**src/design/mm2_pkg.sv**
```systemverilog
// ----------------------------------------------------------------------------
// mm2_pkg
// Shared constants and types for the streaming MurmurHash2 engine.
// ----------------------------------------------------------------------------
package mm2_pkg;

    localparam logic [31:0] MIX_MUL      = 32'h5bd1e995;
    localparam int unsigned MIX_SHIFT    = 24;
    localparam int unsigned FIN_SHIFT_A  = 13;
    localparam int unsigned FIN_SHIFT_B  = 15;
    localparam logic [31:0] SEED_RESET   = 32'd97;
    localparam int unsigned QUEUE_DEPTH  = 4;

    // register map: index of each register in the APB space (one word each)
    localparam logic        REG_SEED     = 1'b0;

    // what the back end does with one queued word
    typedef enum logic [1:0] {
        OP_NONE = 2'd0,   // last word with no valid bytes: no data, finalize only
        OP_FULL = 2'd1,   // full mixed word
        OP_TAIL = 2'd2    // 1 to 3 tail bytes, already masked
    } op_t;

    typedef struct packed {
        op_t         op;
        logic        first;
        logic        last;
        logic [31:0] data;    // mixed word, or masked tail bytes
        logic [31:0] start;   // seed xor length, used on the first word
    } q_entry_t;

    typedef struct packed {
        logic fin;            // back end is finalizing a message
    } back_stat_t;

endpackage

```
**src/design/mm2_front.sv**
```systemverilog
// ----------------------------------------------------------------------------
// mm2_front
// Accepts words, classifies them and mixes full words in a two-stage
// multiply pipeline before handing them to the queue.
// ----------------------------------------------------------------------------
module mm2_front import mm2_pkg::*; (
    input  logic        aclk,
    input  logic        aresetn,
    input  logic        s_valid,
    output logic        s_ready,
    input  logic [31:0] s_data_word,
    input  logic [2:0]  s_valid_bytes,
    input  logic        s_is_last,
    input  logic [30:0] s_message_length,
    input  logic [31:0] seed,
    output logic        push_valid,
    input  logic        push_ready,
    output q_entry_t    push_entry
);

    logic        in_msg_reg;
    logic        s1_valid_reg;
    q_entry_t    s1_reg;
    logic        s2_valid_reg;
    q_entry_t    s2_reg;

    logic        accept;
    logic        s2_adv;
    logic        is_full;
    logic [31:0] tail_mask;
    logic [31:0] k_first;
    logic [31:0] k_shift;
    logic [31:0] k_second;
    q_entry_t    s1_next;
    q_entry_t    s2_next;

    assign s2_adv     = !s2_valid_reg || push_ready;
    assign s_ready    = !s1_valid_reg || s2_adv;
    assign accept     = s_valid && s_ready;
    assign push_valid = s2_valid_reg;
    assign push_entry = s2_reg;

    // a short count counts only on the last word
    assign is_full = !s_is_last || s_valid_bytes[2];

    always_comb begin
        case (s_valid_bytes[1:0])
            2'd1:    tail_mask = 32'h0000_00ff;
            2'd2:    tail_mask = 32'h0000_ffff;
            2'd3:    tail_mask = 32'h00ff_ffff;
            default: tail_mask = 32'h0000_0000;
        endcase
    end

    assign k_first = s_data_word * MIX_MUL;

    always_comb begin
        s1_next.first = !in_msg_reg;
        s1_next.last  = s_is_last;
        s1_next.start = seed ^ {1'b0, s_message_length};
        if (is_full) begin
            s1_next.op   = OP_FULL;
            s1_next.data = k_first;
        end else if (s_valid_bytes[1:0] != 2'd0) begin
            s1_next.op   = OP_TAIL;
            s1_next.data = s_data_word & tail_mask;
        end else begin
            s1_next.op   = OP_NONE;
            s1_next.data = 32'd0;
        end
    end

    assign k_shift  = s1_reg.data ^ (s1_reg.data >> MIX_SHIFT);
    assign k_second = k_shift * MIX_MUL;

    always_comb begin
        s2_next = s1_reg;
        if (s1_reg.op == OP_FULL) begin
            s2_next.data = k_second;
        end
    end

    always_ff @(posedge aclk) begin
        if (!aresetn) begin
            in_msg_reg   <= 1'b0;
            s1_valid_reg <= 1'b0;
            s2_valid_reg <= 1'b0;
        end else begin
            if (accept) begin
                in_msg_reg   <= !s_is_last;
                s1_valid_reg <= 1'b1;
            end else if (s2_adv) begin
                s1_valid_reg <= 1'b0;
            end
            if (s2_adv) begin
                s2_valid_reg <= s1_valid_reg;
            end
        end
    end

    always_ff @(posedge aclk) begin
        if (accept) begin
            s1_reg <= s1_next;
        end
        if (s2_adv && s1_valid_reg) begin
            s2_reg <= s2_next;
        end
    end

endmodule

```
**src/design/mm2_queue.sv**
```systemverilog
// ----------------------------------------------------------------------------
// mm2_queue
// Small circular queue of classified words between front and back end.
// ----------------------------------------------------------------------------
module mm2_queue import mm2_pkg::*; #(
    parameter int unsigned DEPTH = QUEUE_DEPTH
) (
    input  logic     aclk,
    input  logic     aresetn,
    input  logic     push_valid,
    output logic     push_ready,
    input  q_entry_t push_entry,
    output logic     pop_valid,
    input  logic     pop,
    output q_entry_t pop_entry,
    output logic [$clog2(DEPTH+1)-1:0] fill
);

    localparam int unsigned AW = (DEPTH > 1) ? $clog2(DEPTH) : 1;
    localparam int unsigned CW = $clog2(DEPTH+1);
    localparam logic [AW-1:0] LAST_IDX = AW'(DEPTH - 1);
    localparam logic [CW-1:0] FULL_CNT = CW'(DEPTH);

    q_entry_t        slots_reg [DEPTH];
    logic [AW-1:0]   wr_ptr_reg;
    logic [AW-1:0]   rd_ptr_reg;
    logic [CW-1:0]   count_reg;
    logic            do_push;
    logic            do_pop;

    assign push_ready = (count_reg != FULL_CNT);
    assign pop_valid  = (count_reg != '0);
    assign do_push    = push_valid && push_ready;
    assign do_pop     = pop && pop_valid;
    assign pop_entry  = slots_reg[rd_ptr_reg];
    assign fill       = count_reg;

    always_ff @(posedge aclk) begin
        if (!aresetn) begin
            wr_ptr_reg <= '0;
            rd_ptr_reg <= '0;
            count_reg  <= '0;
        end else begin
            if (do_push) begin
                wr_ptr_reg <= (wr_ptr_reg == LAST_IDX) ? '0 : wr_ptr_reg + 1'b1;
            end
            if (do_pop) begin
                rd_ptr_reg <= (rd_ptr_reg == LAST_IDX) ? '0 : rd_ptr_reg + 1'b1;
            end
            if (do_push && !do_pop) begin
                count_reg <= count_reg + 1'b1;
            end else if (do_pop && !do_push) begin
                count_reg <= count_reg - 1'b1;
            end
        end
    end

    always_ff @(posedge aclk) begin
        if (do_push) begin
            slots_reg[wr_ptr_reg] <= push_entry;
        end
    end

endmodule

```
**src/design/mm2_back.sv**
```systemverilog
// ----------------------------------------------------------------------------
// mm2_back
// Folds queued words into the running hash, finalizes on the last word and
// holds the result in an output register.
// ----------------------------------------------------------------------------
module mm2_back import mm2_pkg::*; (
    input  logic        aclk,
    input  logic        aresetn,
    input  logic        q_valid,
    output logic        q_pop,
    input  q_entry_t    q_entry,
    output logic        m_valid,
    input  logic        m_ready,
    output logic [31:0] m_hash_value,
    output back_stat_t  stat
);

    typedef enum logic [1:0] {
        ST_MIX = 2'b01,
        ST_FIN = 2'b10
    } back_state_t;

    back_state_t state_reg, state_next;
    logic [31:0] hash_reg, hash_next;
    logic        out_valid_reg, out_valid_next;
    logic [31:0] out_hash_reg, out_hash_next;

    logic [31:0] h_in;
    logic [31:0] h_mix;
    logic [31:0] fin_pre;
    logic [31:0] fin_prod;
    logic        out_free;

    assign h_in     = q_entry.first ? q_entry.start : hash_reg;
    assign fin_pre  = hash_reg ^ (hash_reg >> FIN_SHIFT_A);
    assign fin_prod = fin_pre * MIX_MUL;
    assign out_free = !out_valid_reg || m_ready;

    always_comb begin
        case (q_entry.op)
            OP_FULL: h_mix = (h_in * MIX_MUL) ^ q_entry.data;
            OP_TAIL: h_mix = (h_in ^ q_entry.data) * MIX_MUL;
            default: h_mix = h_in;
        endcase
    end

    always_comb begin
        state_next     = state_reg;
        hash_next      = hash_reg;
        out_valid_next = out_valid_reg && !m_ready;
        out_hash_next  = out_hash_reg;
        q_pop          = 1'b0;
        case (state_reg)
            ST_MIX: begin
                if (q_valid) begin
                    q_pop     = 1'b1;
                    hash_next = h_mix;
                    if (q_entry.last) begin
                        state_next = ST_FIN;
                    end
                end
            end
            ST_FIN: begin
                // wait for the output register before finishing
                if (out_free) begin
                    out_valid_next = 1'b1;
                    out_hash_next  = fin_prod ^ (fin_prod >> FIN_SHIFT_B);
                    state_next     = ST_MIX;
                end
            end
            default: begin
                state_next = ST_MIX;
            end
        endcase
    end

    always_ff @(posedge aclk) begin
        if (!aresetn) begin
            state_reg     <= ST_MIX;
            out_valid_reg <= 1'b0;
        end else begin
            state_reg     <= state_next;
            out_valid_reg <= out_valid_next;
        end
    end

    always_ff @(posedge aclk) begin
        hash_reg     <= hash_next;
        out_hash_reg <= out_hash_next;
    end

    assign m_valid      = out_valid_reg;
    assign m_hash_value = out_hash_reg;
    assign stat.fin     = (state_reg == ST_FIN);

endmodule

```
**src/design/murmur2_hash_stream_top.sv**
```systemverilog
// ----------------------------------------------------------------------------
// murmur2_hash_stream_top
// Streaming 32-bit MurmurHash2 over little-endian message words.
// ----------------------------------------------------------------------------
// Usage:
//   Input channel (s_*): one 32-bit word per transfer with its valid byte
//   count and an end-of-message flag; the first word of a message carries
//   the declared byte length, which seeds the hash as seed xor length.
//   Result channel (m_*): one hash word per message, after its last word.
//   APB port: register 0 (byte address 0) holds the seed, reset value 97.
// Throughput: the front end takes one word a cycle unless the queue stalls
//   it, through its two-stage word multiply pipeline; the back end folds one
//   word a cycle outside finalize, the single hash multiply in its loop
//   setting that pace. The last word adds a finalize multiply step, which
//   waits while the output register is held. The last word passes s1_reg,
//   s2_reg, a queue slot, hash_reg and out_hash_reg to m_hash_value.
// Reset: clears the pipeline, the queue and the output; the seed returns
//   to 97 and the next word starts a new message.
// Stall: a held result stops the back end, the queue fills, then s_ready
//   drops; nothing is lost.
// ----------------------------------------------------------------------------
module murmur2_hash_stream_top import mm2_pkg::*; #(
    parameter int unsigned Q_DEPTH = QUEUE_DEPTH
) (
    input  logic        aclk,
    input  logic        aresetn,
    input  logic        s_valid,
    output logic        s_ready,
    input  logic [31:0] s_data_word,
    input  logic [2:0]  s_valid_bytes,
    input  logic        s_is_last,
    input  logic [30:0] s_message_length,
    output logic        m_valid,
    input  logic        m_ready,
    output logic [31:0] m_hash_value,
    input  logic        psel,
    input  logic        penable,
    input  logic        pwrite,
    input  logic [2:0]  paddr,
    input  logic [31:0] pwdata,
    output logic [31:0] prdata,
    output logic        pready
);

    logic [31:0] seed_reg;
    logic        push_valid;
    logic        push_ready;
    q_entry_t    push_entry;
    logic        q_valid;
    logic        q_pop;
    q_entry_t    q_entry;
    logic [$clog2(Q_DEPTH+1)-1:0] q_fill;
    back_stat_t  back_stat;

    assign pready = 1'b1;
    assign prdata = (paddr[2] == REG_SEED) ? seed_reg : 32'd0;

    always_ff @(posedge aclk) begin
        if (!aresetn) begin
            seed_reg <= SEED_RESET;
        end else if (psel && penable && pwrite && (paddr[2] == REG_SEED)) begin
            seed_reg <= pwdata;
        end
    end

    mm2_front u_front (
        .aclk             (aclk),
        .aresetn          (aresetn),
        .s_valid          (s_valid),
        .s_ready          (s_ready),
        .s_data_word      (s_data_word),
        .s_valid_bytes    (s_valid_bytes),
        .s_is_last        (s_is_last),
        .s_message_length (s_message_length),
        .seed             (seed_reg),
        .push_valid       (push_valid),
        .push_ready       (push_ready),
        .push_entry       (push_entry)
    );

    mm2_queue #(
        .DEPTH (Q_DEPTH)
    ) u_queue (
        .aclk       (aclk),
        .aresetn    (aresetn),
        .push_valid (push_valid),
        .push_ready (push_ready),
        .push_entry (push_entry),
        .pop_valid  (q_valid),
        .pop        (q_pop),
        .pop_entry  (q_entry),
        .fill       (q_fill)
    );

    mm2_back u_back (
        .aclk         (aclk),
        .aresetn      (aresetn),
        .q_valid      (q_valid),
        .q_pop        (q_pop),
        .q_entry      (q_entry),
        .m_valid      (m_valid),
        .m_ready      (m_ready),
        .m_hash_value (m_hash_value),
        .stat         (back_stat)
    );

`ifndef SYNTHESIS
    // a fresh result only comes out of the finalize step
    a_result_from_fin: assert property (@(posedge aclk) disable iff (!aresetn)
        $rose(m_valid) |-> $past(back_stat.fin))
        else $error("result raised without finalize");

    // queue fill never exceeds its depth
    a_queue_bound: assert property (@(posedge aclk) disable iff (!aresetn)
        q_fill <= ($clog2(Q_DEPTH+1))'(Q_DEPTH))
        else $error("queue overfilled");

    // finalize lasts while the output register is still held
    a_fin_waits: assert property (@(posedge aclk) disable iff (!aresetn)
        back_stat.fin && m_valid && !m_ready |=> back_stat.fin)
        else $error("finalize left while output stalled");

    // back end never pops while finalizing
    a_no_pop_in_fin: assert property (@(posedge aclk) disable iff (!aresetn)
        back_stat.fin |-> !q_pop)
        else $error("queue popped during finalize");
`endif

endmodule
```
**config.mk**
```make
export PLATFORM = sky130hd
export DESIGN_NAME = murmur2_hash_stream_top
export DESIGN_NICKNAME = d
export VERILOG_FILES = /design/src/design/mm2_pkg.sv /design/src/design/mm2_front.sv /design/src/design/mm2_queue.sv /design/src/design/mm2_back.sv /design/src/design/murmur2_hash_stream_top.sv
export SDC_FILE = /design/constraint.sdc
export NUM_CORES = 2
export LEC_CHECK = 0
export ABC_AREA = 1
export BUFFER_PORTS_ARGS = -buffer_cell sky130_fd_sc_hd__buf_2
export CAP_MARGIN = 20
export CORE_ASPECT_RATIO = 2
export CORE_UTILIZATION = 59
export CTS_CLUSTER_SIZE = 24
export DETAILED_ROUTE_END_ITERATION = 8
export HOLD_SLACK_MARGIN = 0.08
export PLACE_DENSITY = 0.84
export REMOVE_ABC_BUFFERS = 1
export SYNTH_ARGS = -nofsm -noshare
export SYNTH_HDL_FRONTEND = slang
export SYNTH_HIERARCHICAL = 1
export SYNTH_SLANG_ARGS = --single-unit
```
**constraint.sdc**
```tcl
create_clock -name aclk -period 8.1 [get_ports aclk]
set_input_delay 0 -clock aclk [delete_from_list [all_inputs] [get_ports aclk]]
set_output_delay 0 -clock aclk [all_outputs]
set_load 0.005 [all_outputs]
```
==> impl_metrics.yaml <==
placement:
  placed_cell_area_um2: 73000
  dp_cells: 9134
  hpwlAfterDp_um: 184000
  portBuffers: 172
  gp_congestion: 1.05
setup_path:
  worstSetupPathType: "reg -> reg"
  cp.arrival_ns: 8.30
  crit_fanout: 30
  crit_top_cell: "fa_1"
  start_kind: "flip-flop"
  slowest_stage: "fa_1"
  worstPathRequired_ns: 8.50
  end_kind: "flip-flop"
  cpPeakStageDelay_ns: 0.53
timing:
  period_needed_ns: 7.90
  finalMaxSlewViolations: 1
  fin_skew_ns: 0.0397
  hold_slack_ns: 0.119
  fin_tns_setup_ns: 0
  rsz0062_at_grt: "yes"
  worstMarginPinSlew_ns: 1.64
  max_freq_mhz: 127
  setup_viol: 0
  finalCritPeriodShare_pct: 97.6
  hold_violations: 0
  relSlewSlack_pct: -9.39
clock_tree:
  ctsLongestPathBuffers: 3
  tritoncts: "done"
  insertion_delay_ns: 0.65
  numCtsBuffers: 48
  h-tree-depth: 2
  clock-sinks: 519
  clockRootBuffer: "clkbuf_16"
  clk_pin_slew_ns: 0.07
cells_and_area:
  drive_gt1_share_pct: 10.7
  area_growth_pct: 13.9
  final_cells: 9421
  largest_reg_flops: 272
  fin_nets: 9926
  final_area_um2: 76900
grt:
  grt_pass1_wl_um: 340000
  grt_start_max_net_pins: 69
  grt.total_usage_pct: 40.9
  antenna_found_initial: 18
  grt.overflow.total: 0
  grt_pass1_vias: 58043
route:
  drc: 0
  drt-total-wl_um: 231000
  viasPerCell: 5.62
  wl_per_cell_um: 24.5
  drt_pre_antenna_iters: 9
  first_iter_violations: 3541
  vias: 52973
  ant_nets: 0
die:
  initial_core_util_pct: 59.4
  die-height_um: 480
  ios: 176
  core_um2: 114000
  dieArea_um2: 116000
  std_cell_rows: 175
  die_w_um: 241
logic_synthesis:
  async_flop_share_pct: 0
  syn_area_um2: 67500
  synth-edff-count: 472
  ys_seq_area_share_pct: 22.4
  syn_inst: 7152
  synth_ff_type: "edfxtp_1"
  yosysWarnings: 6
  yosysUniqueCellTypes: 62
  ys_seq_elements: 519
  synth_area_per_cell_um2: 9.44
run_status:
  violations: "slew limit"
  run_status: "finished, violations left"
min_path:
  hp-class: "in -> reg"
  min_from: "s_is_last"
flow_run:
  drv_cap: 0
path summary, 6_finish.rpt:
path | to | slack (ns) | cells after the start
max | u_back/hash_reg[22] | 0.20 | 31
min reg2reg | u_front/push_entry[3] | 0.42 | 0
max reg2reg | u_back/hash_reg[22] | 0.20 | 31
min | u_front/s1_reg[64] | 0.12 | 2
synth_stat cells (all sizes together), types with 9 or more instances:
cell / n / area share [%]
a31oi: 30 / 0.28
xor2: 187 / 2.6
buf: 39 / 0.45
o22ai: 74 / 0.69
nor2: 404 / 2.4
dfxtp: 47 / 1.4
clkbuf: 49 / 0.30
nand3b: 16 / 0.18
or2: 51 / 0.47
o21bai: 19 / 0.21
o21a: 9 / 0.10
o21ai: 304 / 2.4
o211ai: 9 / 0.10
nand4: 20 / 0.19
nor3: 27 / 0.20
xnor2: 120 / 1.6
a21oi: 182 / 1.3
a21boi: 19 / 0.22
nand2: 776 / 4.4
nand3: 217 / 1.6
a21o: 16 / 0.18
ha: 1061 / 20
fa: 886 / 26
inv: 2085 / 12
edfxtp: 472 / 21
per-layer routing:
metal | vias to the layer above | track usage [%] | part of all wire [%]
met4 | 8 | 50.3 | 15
met2 | 2677 | 71.2 | 50
met1 | 25347 | 35.4 | 28
li1 | 23535 | - | -
met3 | 1406 | 7.73 | 5.9
met5 | - | 0 | 0.030
placed cells by master, fill, tap and decap left out, drive strengths merged, types with 19 or more instances in the layout:
| cell | synthesis | routed |
|---|---|---|
| dfxtp | 47 | 47 |
| buf | 39 | 583 |
| xnor2 | 120 | 120 |
| nor2 | 404 | 404 |
| xor2 | 187 | 187 |
| o21ai | 304 | 304 |
| a31oi | 30 | 30 |
| dlygate4sd3 | 0 | 169 |
| edfxtp | 472 | 472 |
| a21boi | 19 | 19 |
| clkbuf | 49 | 59 |
| nor3 | 27 | 27 |
| fa | 886 | 886 |
| nand4 | 20 | 20 |
| ha | 1061 | 1061 |
| or2 | 51 | 51 |
| a21oi | 182 | 182 |
| inv | 2085 | 2090 |
| o21bai | 19 | 19 |
| nand2 | 776 | 776 |
| nand3 | 217 | 217 |
| o22ai | 74 | 74 |
area by class of cell:
| class | instances | area [um2] |
|---|---|---|
| inverters | 2087 | 7860 |
| diodes | 11 | 27.5 |
| clock inverters | 31 | 375 |
| well taps | 1504 | 1880 |
| fillers | 8588 | 36700 |
| repair buffers | 756 | 5990 |
| flip-flops and latches | 519 | 15100 |
| clock buffers | 55 | 1250 |
| multi-input cells | 4458 | 44400 |
logic make-up after synthesis:
kind of cell	synth area share (%)
compound gates	5.74
xor+xnor	4.13
fa+ha+maj	45.9
buf+inv	12.4
flops	22.4
other cells	0.00555
simple gates	9.47
critical path: cells and delay by family, from the launching register on:
kind                     cells  cell delay [ns]
adder cells (fa/ha/maj)      8             3.56
buffers and inverters       10             1.34
AND/OR/NAND/NOR              7             1.17
AO/OA/AOI/OAI                5             0.80
flip-flops                   1             0.40
XOR/XNOR                     1             0.37
repair_timing:
| item | CTS | global route |
|---|---|---|
| hold buffers | 169 | 0 |
| setup buffers | 0 | 17 |
| gates resized for setup | 3 | 100 |
| cloned | 0 | 4 |
| pin swaps | 1 | 21 |
| endpoints found under the hold margin | 91 | 0 |
| endpoints found under the setup margin | 6 | 16 |
stage by stage:
| step | utilization, % | setup WS [ns] |
|---|---|---|
| finish | 67.7 | 0.195 |
| global route | 67.7 | -0.0834 |
| CTS | 67.1 | -0.00496 |
| detailed placement | 64.2 | -0.0916 |
| global placement | 64.2 | 0.0196 |
| floorplan | - | -4.01 |
Power is not shown: default switching activity piles up to over one toggle a cycle in this logic, so the estimate is an artifact.
